$ cat src/design/dabc_pkg.sv
// Shared types and constants of the detection argmax and box clamp unit.
// No dependencies.
package dabc_pkg;

   localparam int unsigned MAX_IMAGE_DIM = 4096;
   localparam int unsigned QUEUE_DEPTH   = 2;
   localparam int unsigned QUEUE_AW      = $clog2(QUEUE_DEPTH);
   localparam int unsigned QUEUE_CW      = $clog2(QUEUE_DEPTH + 1);

   localparam logic [1:0] CSR_PROB_THRESHOLD = 2'd0;
   localparam logic [1:0] CSR_IMAGE_WIDTH    = 2'd1;
   localparam logic [1:0] CSR_IMAGE_HEIGHT   = 2'd2;
   localparam logic [1:0] CSR_LABEL_COUNT    = 2'd3;

   typedef struct packed {
      logic               detected;
      logic               frame_done;
      logic [6:0]         class_index;
      logic [15:0]        best_prob;
      logic signed [18:0] center_x;
      logic signed [18:0] center_y;
      logic signed [18:0] box_width;
      logic signed [18:0] box_height;
   } job_type;

   function automatic logic [12:0] eff_dim(input logic [12:0] d);
      logic [12:0] r;
      if (d == 13'd0) begin
         r = 13'd1;
      end else if (32'(d) > MAX_IMAGE_DIM) begin
         r = 13'(MAX_IMAGE_DIM);
      end else begin
         r = d;
      end
      return r;
   endfunction

endpackage

$ cat src/design/dabc_front.sv
// Front part: running argmax over the class probabilities of one cell.
// Emits one job per cell that yields a result. Uses dabc_pkg.
module dabc_front #(
   parameter int unsigned MAX_CLASSES = 128
) (
   input  logic                clock,
   input  logic                reset,
   input  logic                accept,
   input  logic [15:0]         class_prob,
   input  logic                last_class,
   input  logic                last_cell,
   input  logic signed [18:0]  center_x,
   input  logic signed [18:0]  center_y,
   input  logic signed [18:0]  box_width,
   input  logic signed [18:0]  box_height,
   input  logic [15:0]         prob_threshold,
   input  logic [7:0]          label_count,
   output logic                job_push,
   output dabc_pkg::job_type   job
);

   localparam int unsigned IW   = $clog2(MAX_CLASSES);
   localparam int unsigned CW   = $clog2(MAX_CLASSES + 1);
   localparam int unsigned CMPW = (IW > 8) ? IW : 8;

   logic [15:0]   max_prob_ff, max_prob_in, new_prob;
   logic [IW-1:0] max_idx_ff, max_idx_in, new_idx;
   logic [CW-1:0] count_ff, count_in, count_next;
   logic          at_zero, at_limit, det;

   always_comb begin
      at_zero  = (count_ff == '0);
      at_limit = (count_ff == CW'(MAX_CLASSES));
      new_prob = max_prob_ff;
      new_idx  = max_idx_ff;
      if (at_zero) begin
         new_prob = class_prob;
         new_idx  = '0;
      end else if (!at_limit && (class_prob > max_prob_ff)) begin
         new_prob = class_prob;
         new_idx  = count_ff[IW-1:0];
      end
      count_next = at_limit ? count_ff : count_ff + CW'(1);

      det = (new_prob > prob_threshold) && (CMPW'(new_idx) < CMPW'(label_count));

      max_prob_in = max_prob_ff;
      max_idx_in  = max_idx_ff;
      count_in    = count_ff;
      if (accept) begin
         if (last_class) begin
            max_prob_in = '0;
            max_idx_in  = '0;
            count_in    = '0;
         end else begin
            max_prob_in = new_prob;
            max_idx_in  = new_idx;
            count_in    = count_next;
         end
      end

      job_push         = accept && last_class && (det || last_cell);
      job.detected     = det;
      job.frame_done   = last_cell;
      job.class_index  = det ? 7'(new_idx) : 7'd0;
      job.best_prob    = det ? new_prob : 16'd0;
      job.center_x     = center_x;
      job.center_y     = center_y;
      job.box_width    = box_width;
      job.box_height   = box_height;
   end

   always_ff @(posedge clock) begin
      if (reset) begin
         max_prob_ff <= '0;
         max_idx_ff  <= '0;
         count_ff    <= '0;
      end else begin
         max_prob_ff <= max_prob_in;
         max_idx_ff  <= max_idx_in;
         count_ff    <= count_in;
      end
   end

endmodule

$ cat src/design/dabc_queue.sv
// Short job queue between the front and back parts.
// Uses dabc_pkg for the job type and depth.
module dabc_queue (
   input  logic                   clock,
   input  logic                   reset,
   input  logic                   wr_push,
   input  dabc_pkg::job_type      wr_job,
   output logic                   wr_full,
   input  logic                   rd_pop,
   output logic                   rd_empty,
   output dabc_pkg::job_type      rd_job
);

   dabc_pkg::job_type                 slot_ff [dabc_pkg::QUEUE_DEPTH];
   logic [dabc_pkg::QUEUE_AW-1:0]     wr_ptr_ff, wr_ptr_in, rd_ptr_ff, rd_ptr_in;
   logic [dabc_pkg::QUEUE_CW-1:0]     count_ff, count_in;
   logic                              do_wr, do_rd;

   always_comb begin
      wr_full   = (count_ff == dabc_pkg::QUEUE_CW'(dabc_pkg::QUEUE_DEPTH));
      rd_empty  = (count_ff == '0);
      do_wr     = wr_push && !wr_full;
      do_rd     = rd_pop && !rd_empty;
      wr_ptr_in = wr_ptr_ff;
      rd_ptr_in = rd_ptr_ff;
      if (do_wr) begin
         wr_ptr_in = (32'(wr_ptr_ff) == dabc_pkg::QUEUE_DEPTH - 1) ? '0
                     : wr_ptr_ff + dabc_pkg::QUEUE_AW'(1);
      end
      if (do_rd) begin
         rd_ptr_in = (32'(rd_ptr_ff) == dabc_pkg::QUEUE_DEPTH - 1) ? '0
                     : rd_ptr_ff + dabc_pkg::QUEUE_AW'(1);
      end
      count_in = count_ff;
      if (do_wr && !do_rd) begin
         count_in = count_ff + dabc_pkg::QUEUE_CW'(1);
      end else if (do_rd && !do_wr) begin
         count_in = count_ff - dabc_pkg::QUEUE_CW'(1);
      end
      rd_job = slot_ff[rd_ptr_ff];
   end

   always_ff @(posedge clock) begin
      if (reset) begin
         wr_ptr_ff <= '0;
         rd_ptr_ff <= '0;
         count_ff  <= '0;
      end else begin
         wr_ptr_ff <= wr_ptr_in;
         rd_ptr_ff <= rd_ptr_in;
         count_ff  <= count_in;
      end
   end

   always_ff @(posedge clock) begin
      if (do_wr) begin
         slot_ff[wr_ptr_ff] <= wr_job;
      end
   end

endmodule

$ cat src/design/dabc_back.sv
// Back part: scales the box edges to pixels, truncates and clamps them.
// Two register stages, the second is the result register. Uses dabc_pkg.
module dabc_back (
   input  logic                   clock,
   input  logic                   reset,
   input  dabc_pkg::job_type      job,
   input  logic                   job_empty,
   output logic                   job_pop,
   input  logic [12:0]            image_width,
   input  logic [12:0]            image_height,
   input  logic                   rsp_pop,
   output logic                   rsp_empty,
   output logic                   rsp_detected,
   output logic                   rsp_frame_done,
   output logic [6:0]             rsp_class_index,
   output logic [15:0]            rsp_best_prob,
   output logic [11:0]            rsp_left_px,
   output logic [11:0]            rsp_top_px,
   output logic [11:0]            rsp_right_px,
   output logic [11:0]            rsp_bottom_px
);

   function automatic logic [11:0] clamp_px(input logic signed [34:0] p,
                                            input logic [12:0] dim);
      logic [17:0] q;
      logic [12:0] lim;
      logic [11:0] r;
      q   = p[34:17];
      lim = dim - 13'd1;
      if (p[34]) begin
         r = 12'd0;
      end else if (q > {5'd0, lim}) begin
         r = 12'(lim);
      end else begin
         r = 12'(q);
      end
      return r;
   endfunction

   logic [12:0]        dim_w, dim_h;
   logic signed [13:0] dim_w_s, dim_h_s;
   logic signed [20:0] e_left, e_top, e_right, e_bottom;

   logic               s1_v_ff, s1_v_in, s2_v_ff, s2_v_in, s1_adv, s2_adv;
   logic               s1_det_ff, s1_done_ff;
   logic [6:0]         s1_cls_ff;
   logic [15:0]        s1_prob_ff;
   logic signed [34:0] s1_left_ff, s1_top_ff, s1_right_ff, s1_bottom_ff;
   logic signed [34:0] s1_left_in, s1_top_in, s1_right_in, s1_bottom_in;

   logic               s2_det_ff, s2_done_ff;
   logic [6:0]         s2_cls_ff;
   logic [15:0]        s2_prob_ff;
   logic [11:0]        s2_left_ff, s2_top_ff, s2_right_ff, s2_bottom_ff;
   logic [11:0]        s2_left_in, s2_top_in, s2_right_in, s2_bottom_in;

   always_comb begin
      dim_w   = dabc_pkg::eff_dim(image_width);
      dim_h   = dabc_pkg::eff_dim(image_height);
      dim_w_s = $signed({1'b0, dim_w});
      dim_h_s = $signed({1'b0, dim_h});

      e_left   = $signed({job.center_x[18], job.center_x, 1'b0})
                 - $signed({{2{job.box_width[18]}}, job.box_width});
      e_right  = $signed({job.center_x[18], job.center_x, 1'b0})
                 + $signed({{2{job.box_width[18]}}, job.box_width});
      e_top    = $signed({job.center_y[18], job.center_y, 1'b0})
                 - $signed({{2{job.box_height[18]}}, job.box_height});
      e_bottom = $signed({job.center_y[18], job.center_y, 1'b0})
                 + $signed({{2{job.box_height[18]}}, job.box_height});

      s1_left_in   = e_left * dim_w_s;
      s1_right_in  = e_right * dim_w_s;
      s1_top_in    = e_top * dim_h_s;
      s1_bottom_in = e_bottom * dim_h_s;

      s2_left_in   = s1_det_ff ? clamp_px(s1_left_ff, dim_w) : 12'd0;
      s2_right_in  = s1_det_ff ? clamp_px(s1_right_ff, dim_w) : 12'd0;
      s2_top_in    = s1_det_ff ? clamp_px(s1_top_ff, dim_h) : 12'd0;
      s2_bottom_in = s1_det_ff ? clamp_px(s1_bottom_ff, dim_h) : 12'd0;

      s2_adv  = !s2_v_ff || rsp_pop;
      s1_adv  = !s1_v_ff || s2_adv;
      job_pop = s1_adv && !job_empty;
      s1_v_in = s1_adv ? !job_empty : s1_v_ff;
      s2_v_in = s2_adv ? s1_v_ff : s2_v_ff;
   end

   always_ff @(posedge clock) begin
      if (reset) begin
         s1_v_ff <= 1'b0;
         s2_v_ff <= 1'b0;
      end else begin
         s1_v_ff <= s1_v_in;
         s2_v_ff <= s2_v_in;
      end
   end

   always_ff @(posedge clock) begin
      if (s1_adv) begin
         s1_det_ff    <= job.detected;
         s1_done_ff   <= job.frame_done;
         s1_cls_ff    <= job.class_index;
         s1_prob_ff   <= job.best_prob;
         s1_left_ff   <= s1_left_in;
         s1_top_ff    <= s1_top_in;
         s1_right_ff  <= s1_right_in;
         s1_bottom_ff <= s1_bottom_in;
      end
      if (s2_adv) begin
         s2_det_ff    <= s1_det_ff;
         s2_done_ff   <= s1_done_ff;
         s2_cls_ff    <= s1_cls_ff;
         s2_prob_ff   <= s1_prob_ff;
         s2_left_ff   <= s2_left_in;
         s2_top_ff    <= s2_top_in;
         s2_right_ff  <= s2_right_in;
         s2_bottom_ff <= s2_bottom_in;
      end
   end

   assign rsp_empty       = !s2_v_ff;
   assign rsp_detected    = s2_det_ff;
   assign rsp_frame_done  = s2_done_ff;
   assign rsp_class_index = s2_cls_ff;
   assign rsp_best_prob   = s2_prob_ff;
   assign rsp_left_px     = s2_left_ff;
   assign rsp_top_px      = s2_top_ff;
   assign rsp_right_px    = s2_right_ff;
   assign rsp_bottom_px   = s2_bottom_ff;

endmodule

$ cat src/design/detection_argmax_box_clamp_unit.sv
// Top level of the detection argmax and box clamp unit: registers, front,
// job queue and back. Depends on dabc_pkg, dabc_front, dabc_queue, dabc_back.
//
//   channel  | ports                         | handshake
//   ---------+-------------------------------+---------------------------
//   request  | req_* fields                  | push while full is low
//   response | rsp_* fields                  | pop while empty is low
//   csr      | csr_we, csr_index, csr_wdata  | write on csr_we, no wait
//
// One item per cycle while req_full is low; the argmax and the queue write happen in
// the cycle an item is accepted, then the job passes the multiply register and the
// clamp into the result register, where its result becomes visible.
// The two-entry job queue and the result register let either side stall alone.
// Synchronous reset clears counters, valid bits and the registers to defaults.
module detection_argmax_box_clamp_unit #(
   parameter int unsigned MAX_CLASSES = 128
) (
   input  logic               clock,
   input  logic               reset,
   input  logic               req_push,
   output logic               req_full,
   input  logic [15:0]        req_class_prob,
   input  logic               req_last_class,
   input  logic               req_last_cell,
   input  logic signed [18:0] req_center_x,
   input  logic signed [18:0] req_center_y,
   input  logic signed [18:0] req_box_width,
   input  logic signed [18:0] req_box_height,
   output logic               rsp_empty,
   input  logic               rsp_pop,
   output logic               rsp_detected,
   output logic               rsp_frame_done,
   output logic [6:0]         rsp_class_index,
   output logic [15:0]        rsp_best_prob,
   output logic [11:0]        rsp_left_px,
   output logic [11:0]        rsp_top_px,
   output logic [11:0]        rsp_right_px,
   output logic [11:0]        rsp_bottom_px,
   input  logic               csr_we,
   input  logic [1:0]         csr_index,
   input  logic [15:0]        csr_wdata
);

   logic [15:0] thr_ff, thr_in;
   logic [12:0] width_ff, width_in, height_ff, height_in;
   logic [7:0]  labels_ff, labels_in;

   logic                   accept, front_push, q_full, q_empty, q_pop;
   dabc_pkg::job_type      front_job, q_job;

   always_comb begin
      thr_in    = thr_ff;
      width_in  = width_ff;
      height_in = height_ff;
      labels_in = labels_ff;
      if (csr_we) begin
         case (csr_index)
            dabc_pkg::CSR_PROB_THRESHOLD: thr_in    = csr_wdata;
            dabc_pkg::CSR_IMAGE_WIDTH:    width_in  = csr_wdata[12:0];
            dabc_pkg::CSR_IMAGE_HEIGHT:   height_in = csr_wdata[12:0];
            dabc_pkg::CSR_LABEL_COUNT:    labels_in = csr_wdata[7:0];
            default: ;
         endcase
      end
   end

   always_ff @(posedge clock) begin
      if (reset) begin
         thr_ff    <= 16'd32768;
         width_ff  <= 13'd640;
         height_ff <= 13'd480;
         labels_ff <= 8'd80;
      end else begin
         thr_ff    <= thr_in;
         width_ff  <= width_in;
         height_ff <= height_in;
         labels_ff <= labels_in;
      end
   end

   assign req_full = q_full;
   assign accept   = req_push && !q_full;

   dabc_front #(
      .MAX_CLASSES(MAX_CLASSES)
   ) u_front (
      .clock          (clock),
      .reset          (reset),
      .accept         (accept),
      .class_prob     (req_class_prob),
      .last_class     (req_last_class),
      .last_cell      (req_last_cell),
      .center_x       (req_center_x),
      .center_y       (req_center_y),
      .box_width      (req_box_width),
      .box_height     (req_box_height),
      .prob_threshold (thr_ff),
      .label_count    (labels_ff),
      .job_push       (front_push),
      .job            (front_job)
   );

   dabc_queue u_queue (
      .clock    (clock),
      .reset    (reset),
      .wr_push  (front_push),
      .wr_job   (front_job),
      .wr_full  (q_full),
      .rd_pop   (q_pop),
      .rd_empty (q_empty),
      .rd_job   (q_job)
   );

   dabc_back u_back (
      .clock           (clock),
      .reset           (reset),
      .job             (q_job),
      .job_empty       (q_empty),
      .job_pop         (q_pop),
      .image_width     (width_ff),
      .image_height    (height_ff),
      .rsp_pop         (rsp_pop),
      .rsp_empty       (rsp_empty),
      .rsp_detected    (rsp_detected),
      .rsp_frame_done  (rsp_frame_done),
      .rsp_class_index (rsp_class_index),
      .rsp_best_prob   (rsp_best_prob),
      .rsp_left_px     (rsp_left_px),
      .rsp_top_px      (rsp_top_px),
      .rsp_right_px    (rsp_right_px),
      .rsp_bottom_px   (rsp_bottom_px)
   );

endmodule
$ cat config.mk
export PLATFORM = sky130hd
export DESIGN_NAME = detection_argmax_box_clamp_unit
export DESIGN_NICKNAME = d
export VERILOG_FILES = /design/src/design/dabc_pkg.sv /design/src/design/dabc_front.sv /design/src/design/dabc_queue.sv /design/src/design/dabc_back.sv /design/src/design/detection_argmax_box_clamp_unit.sv
export SDC_FILE = /design/constraint.sdc
export NUM_CORES = 2
export LEC_CHECK = 0
export BUFFER_PORTS_ARGS = -buffer_cell sky130_fd_sc_hd__buf_2
export CAP_MARGIN = 15
export CORE_UTILIZATION = 50
export DETAILED_ROUTE_END_ITERATION = 8
export PLACE_DENSITY = 0.79
export SYNTH_ARGS = -nofsm -noshare
export SYNTH_HDL_FRONTEND = slang
export SYNTH_SLANG_ARGS = --single-unit
$ cat constraint.sdc
create_clock -name clock -period 14 [get_ports clock]
set_input_delay 2.8 -clock clock [delete_from_list [all_inputs] [get_ports clock]]
set_output_delay 2.8 -clock clock [all_outputs]
set_load 0.01 [all_outputs]
=== Word level (Yosys, flattened, before mapping) ===
Memories as Yosys holds them, arrays and structs flattened. A register that Yosys moved wholly into a read port is not among the register bits.
Index checks and enable logic that the tools add are counted.

* Bits in registers: 325
* Output and inout port bits: 75
* Input bits: 117
* Memories kept: 1
* Memory bits (writable): 202

{| class="wikitable"
|+ Memories
! memory !! words !! width !! read ports !! clocked after memory_dff !! wr ports !! RTL line !! text
|-
| u_queue.slot_ff || 2 || 101 || 1 || 1 || 1 || dabc_queue.sv:14 || <nowiki>dabc_pkg::job_type slot_ff [dabc_pkg::QUEUE_DEPTH];</nowiki>
|}

* $add $sub $neg: 11
* $lt $le $gt $ge: 9
* Mux-type cells: 26
* Equality and inequality tests: 6
* Reductions and logical operators: 35
* Bitwise operators: 1
* Multiply operators: 4

{| class="wikitable"
|+ Operators with widths
! operator !! count
|-
| $mul A21 B14 Y35 || 4
|-
| $gt A18 B13 Y1 || 4
|-
| $mux W16 || 4
|-
| $mux W13 || 4
|-
| $mux W12 || 4
|-
| $add A20 B19 Y21 || 2
|-
| $sub A20 B19 Y21 || 2
|-
| $gt A16 B16 Y1 || 2
|-
| $mux W7 || 4
|-
| $gt A13 B13 Y1 const B || 2
|-
| $logic_not A13 Y1 || 2
|-
| $sub A13 B1 Y13 const B || 2
|-
| $mux W8 || 2
|-
| $logic_and A1 B1 Y1 || 10
|-
| $reduce_and A2 Y1 || 5
|-
| $add A8 B1 Y8 const B || 1
|-
| $eq A8 B8 Y1 const B || 1
|-
| $logic_not A8 Y1 || 1
|-
| $lt A7 B8 Y1 || 1
|-
| $reduce_or A2 Y1 || 4
|-
| $logic_not A1 Y1 || 7
|-
| $eq A2 B2 Y1 const B || 3
|-
| $mux W1 || 6
|-
| $logic_not A2 Y1 || 2
|-
| other kinds (9) || 13
|}

=== Depth between registers and ports, before layout ===
* Word-level depth: 14
* Gate-level depth with buffers: 38

=== Hierarchy ===
A second synthesis with hierarchy kept.

* Cell total of the unflattened synthesis: 6,439
* Area total of the unflattened synthesis: 62,571.3 µm²

{| class="wikitable"
|+ Modules (own cells, without submodules)
! module !! seq. area each (µm²) !! times used !! area each (µm²) !! cells an instance
|-
| dabc_back || 5,144.9 || 1 || 49,413.6 || 5,444
|-
| dabc_queue || 6,165.9 || 1 || 7,534.7 || 339
|-
| dabc_front || 620.6 || 1 || 3,592.2 || 463
|-
| detection_argmax_box_clamp_unit || 1,001.0 || 1 || 2,030.7 || 193
|}

=== Worst setup path before layout ===
No wires, ideal clock.

* Kind: input to register
* Start point: in req_class_prob[1]
* End point: mem u_queue.slot_ff[0][0] in the netlist's numbering (enable)
* Data arrival time: 13,856 ps
* Slack: -566 ps
* Cell stages on the path: 21
* Path buffers: 3
* Cell sequence: ha_1 > nor2b_1 > o21a_1 > o21a_1 > o21ai_0 > a21oi_1 > o221ai_1 > buf_2 > o21ai_1 > clkbuf_1 > mux2_2 > ha_1 > nand4_1 > nor2_1 > nand3_1 > nor3_1 > nor4_1 > o21ai_0 > o21bai_1 > clkbuf_1 > a211oi_1

* Longest elaborated chain between the ends: 11
* Elaborated cells between the ends (all ways): 14

{| class="wikitable"
|+ RTL lines
! item !! RTL line !! text
|-
| start: declaration || detection_argmax_box_clamp_unit.sv:22 || <nowiki>input logic [15:0] req_class_prob,</nowiki>
|-
| $gt A16 B16 Y1 || dabc_front.sv:39 || <nowiki>end else if (!at_limit && (class_prob > max_prob_ff)) begin</nowiki>
|-
| $logic_and A1 B1 Y1 || dabc_front.sv:39 ||
|-
| $mux W16 or $mux W7 (tied branches) || dabc_front.sv:39 ||
|-
| $mux W16 or $mux W7 (tied branches) || dabc_front.sv:36 || <nowiki>if (at_zero) begin</nowiki>
|-
| $gt A16 B16 Y1 or $lt A7 B8 Y1 (tied branches) || dabc_front.sv:45 || <nowiki>det = (new_prob > prob_threshold) && (CMPW'(new_idx) < CMPW'(label_count));</nowiki>
|-
| $logic_and A1 B1 Y1 (*) || dabc_front.sv:45 ||
|-
| $logic_or A1 B1 Y1 (*) || dabc_front.sv:62 || <nowiki>job_push = accept && last_class && (det || last_cell);</nowiki>
|-
| $logic_and A1 B1 Y1 (*) || dabc_front.sv:62 ||
|-
| $logic_and A1 B1 Y1 (*) || dabc_queue.sv:22 || <nowiki>do_wr = wr_push && !wr_full;</nowiki>
|-
| $mux W1 (*) || dabc_queue.sv:56 || <nowiki>if (do_wr) begin</nowiki>
|-
| $mux W1 (implied by the code) (*) || dabc_queue.sv:57 || <nowiki>slot_ff[wr_ptr_ff] <= wr_job;</nowiki>
|-
| end: declaration || dabc_queue.sv:14 ||
|}

Every way passes the cells marked *; elsewhere a longest branch is shown, timed or not.

==> summary.md <==
| Metric | Value |
|---|---|
| Hold Crit Class | `reg2reg` |
| Hold_buf cts | `0` |
| Fin crit share | `~77%` |
| Core Box Area | `between 100000 and 150000 sq um` |
| Slew HR | `between 10% and 20%` |
| Wire per inst | `between 20 and 25 microns` |
| Max incr delay on CP | `0.78 ns` |
| CTS root buffer | `clkbuf_16` |
| Vias | `~45000` |
| Die Span Y | `352.8 microns` |
| Worst setup SP type | `flip-flop` |
| WS Path Type | `reg2reg` |
| Final Skew | `about 0.042 ns` |
| Avg Inst Size Synth | `roughly 9.7 sq um` |
| Num CTS Buffers | `51` |
| Detailed Place HPWL | `roughly 130 mm` |
| Flops & latches, synth | `460` |
| Global-route wire length before repair | `about 260 mm` |
| Number of global-route vias before repair | `around 48000` |
| CTS Buffer Depth | `3` |
| Port bufs | `191` |
| Max Transition Viols Final | `0` |
| Fin Setup TNS | `0 ns` |
| Slew @ Worst Pin | `between 1 and 1.5 ns` |
| Pin count of the biggest net entering global routing | `87` |
| Netlist Area Pre-Place | `between 60000 and 70000 sq um` |
| Post-Synthesis Cells | `6365` |
| Antenna Nets Post-Route | `0` |
| Kind of end point of the critical path | `flip-flop` |
| Drt first pass iters | `6` |
| Synth async-reset ratio | `0%` |
| Area delta synth->final | `7.498%` |
| Fmax achieved | `92.69 MHz` |
| Critical Path RT | `around 14 ns` |
| CTS tree | `built` |
| Hold Vio Cnt, Final | `0` |
| Htree depth | `2` |
| Min Tclk post-route | `roughly 11 ns` |
| Drt initial violations | `4000` |
| GPL Wtd Cong | `a little under 1` |
| Mapped Nets | `roughly 8000` |
| All-Layer GR Usage | `about 27%` |
| RSZ-0062 raised after global routing | `no` |
| Initial Util | `50.48%` |
| Endpoints failing setup | `0` |
| Nets@finish | `slightly above 8000` |
| Worst path arrival time | `around 11 ns` |
| Max-cap viol count | `0` |
| DR vias/cell | `5.559` |
| CP dominant cell by count | `fa_1` |
| Post-CTS sizing | `0` |
| Status | `completed` |
| Clk sinks | `460` |
| Crit path max-delay cell type | `a311oi_1` |
| DR DRC count | `0` |
| Crit-path max FO | `34` |
| Rows | `128` |
| Routed WL | `~170 mm` |
| EDFF count, synth | `approximately 370` |
| Register area share after synthesis | `approximately a fifth` |
| CP Buf/Inv Count | `5` |
| Worst-path clk slew | `0.06 ns` |
| IO Count | `192` |
| Main synth FF type | `edfxtp_1` |
| Overflow after GRT | `0` |
| Post-CTS setup buffer count | `0` |
| Antenna violations before repair | `12` |
| Die Width | `between 300 and 400 microns` |
| Worst-Skew Late Latency | `0.68 ns` |
| Die ar. | `124500 sq um` |
| Crit-path leading delay family | `adder cells` |
| Yosys cell types | `78` |
| Yosys warning count | `0` |
| Share of cells above drive strength 1 | `approximately 7.6%` |
==> kinds of logic (layout without fill, tap and decap cells) <==
family / count (synthesis) / count (layout) / share of synthesized area (%)
adders and majority gates: 1527 / 1527 / 43.60
DFF: 460 / 460 / 21.02
muxes: 152 / 152 / 2.631
other: 0 / 8 / 0
xor gates and xnor gates: 220 / 220 / 3.154
AOI/OAI and AO/OA: 689 / 689 / 7.345
buffers and inverters: 1593 / 1715 / 9.731
and+or+nand+nor: 1724 / 1724 / 12.52
==> worst reg2reg max path, delay by kind of cell, from the launching register on <==
kind / cells / cell delay, ns
fa+ha+maj: 8 / 3.79
compound gates: 13 / 3.75
buf+inv: 5 / 0.73
flops: 1 / 0.72
simple gates: 3 / 0.56
xor+xnor: 2 / 0.54
mux: 1 / 0.42
==> synth_stat cells, types with 12 or more instances <==
| cell | instances | area (sq um) |
|---|---|---|
| inv_1 | 1337 | 5019 |
| fa_1 | 1028 | 20580 |
| nand2_1 | 723 | 2714 |
| ha_1 | 499 | 6243 |
| nor2_1 | 481 | 1805 |
| edfxtp_1 | 372 | 11170 |
| clkbuf_1 | 229 | 859.6 |
| a21oi_1 | 217 | 1086 |
| xnor2_1 | 164 | 1436 |
| and2_1 | 149 | 932.1 |
| o21ai_0 | 104 | 520.5 |
| a21o_1 | 103 | 773.2 |
| dfxtp_1 | 88 | 1762 |
| mux2_2 | 78 | 878.3 |
| mux2i_1 | 74 | 740.7 |
| nand2b_1 | 70 | 437.9 |
| nor3_1 | 69 | 345.3 |
| nor2b_1 | 62 | 387.9 |
| xor2_1 | 55 | 481.7 |
| a211oi_1 | 53 | 397.9 |
| nand3_1 | 41 | 205.2 |
| o21a_1 | 39 | 292.8 |
| nor4_1 | 29 | 181.4 |
| nand4_1 | 25 | 156.4 |
| a22oi_1 | 22 | 165.2 |
| buf_1 | 20 | 75.07 |
| o21bai_1 | 19 | 142.6 |
| and3_1 | 16 | 100.1 |
| a311oi_1 | 12 | 105.1 |
==> metal layers <==
metal,routed length [microns],GRT usage (%),share of wire (%),vias up
li1,-,-,-,20060
met1,63660,33.89,38,22420
met2,77150,44.04,46,2130
met3,16420,5.757,9.9,522
met4,8871,13.26,5.3,8
met5,52,0,0.031,-
==> stage by stage <==
stage	hold WS [ns]	util, %	setup WS, ns	area (sq um)	std cells
3_3_place_gp	0.4043	52.80	3.590	64360	8015
4_1_cts	0.4108	54.23	3.272	66090	8111
3_5_place_dp	0.4045	52.82	3.330	64370	8017
5_1_grt	0.4119	54.26	2.675	66130	8116
2_1_floorplan	0.4003	-	2.094	61530	6365
6_report	0.4070	54.27	3.211	66140	8120
==> flip-flops by register name (all words and copies together) (netlist names), 16 cells and up, named ones only <==
signal and flops:
u_queue.slot_ff 202, u_back.s1_bottom_ff 18, u_back.s1_left_ff 18, u_back.s1_right_ff 18, u_back.s1_top_ff 18, thr_ff 16
u_back.rsp_best_prob 16, u_back.s1_prob_ff 16, u_front.max_prob_ff 16
==> area by class of cell <==
| class | instances | area (sq um) |
|---|---|---|
| Fill cell | 10450 | 55740 |
| Multi-Input combinational cell | 4312 | 42740 |
| Sequential cell | 460 | 12940 |
| Inverter | 1338 | 5024 |
| Tap cell | 1625 | 2033 |
| Timing Repair Buffer | 283 | 1670 |
| Clock buffer | 68 | 1414 |
| Clock inverter | 26 | 304.0 |
| Antenna cell | 8 | 20.02 |
==> worst paths after layout <==
| kind | from | to | slack, ns | cells past startpoint |
|---|---|---|---|---|
| worst min register to register | u_back.s1_prob_ff[12]$_DFFE_PN_ | u_back.rsp_best_prob[12]$_DFFE_PP_ | 0.41 | 0 |
| worst max-delay path | flip-flop | u_back.s1_left_ff[33]$_DFFE_PN_ | 3.21 | 32 |
| worst min-delay path | u_back.s1_prob_ff[12]$_DFFE_PN_ | u_back.rsp_best_prob[12]$_DFFE_PP_ | 0.41 | 0 |
| worst max register to register | flip-flop | u_back.s1_left_ff[33]$_DFFE_PN_ | 3.21 | 32 |
==> placed cells by master (no fill, tap or decap), types with 11 or more instances in the layout <==
cell type  count
inv_1       1336
fa_1        1028
nand2_1      722
ha_1         499
nor2_1       480
edfxtp_1     372
a21oi_1      216
buf_2        191
xnor2_1      164
and2_1       149
o21ai_0      104
a21o_1       103
buf_4         90
dfxtp_1       86
mux2_2        78
mux2i_1       74
nand2b_1      70
nor3_1        69
xor2_1        55
clkbuf_16     53
a211oi_1      51
nor2b_1       43
nand3_1       41
o21a_1        39
nor4_1        28
nand4_1       25
a22oi_1       22
o21bai_1      18
nor2b_2       17
and3_1        16
a311oi_1      12
clkbuf_1      11
Power is not shown: default switching activity piles up to over one toggle a cycle in this logic, so the estimate is an artifact.
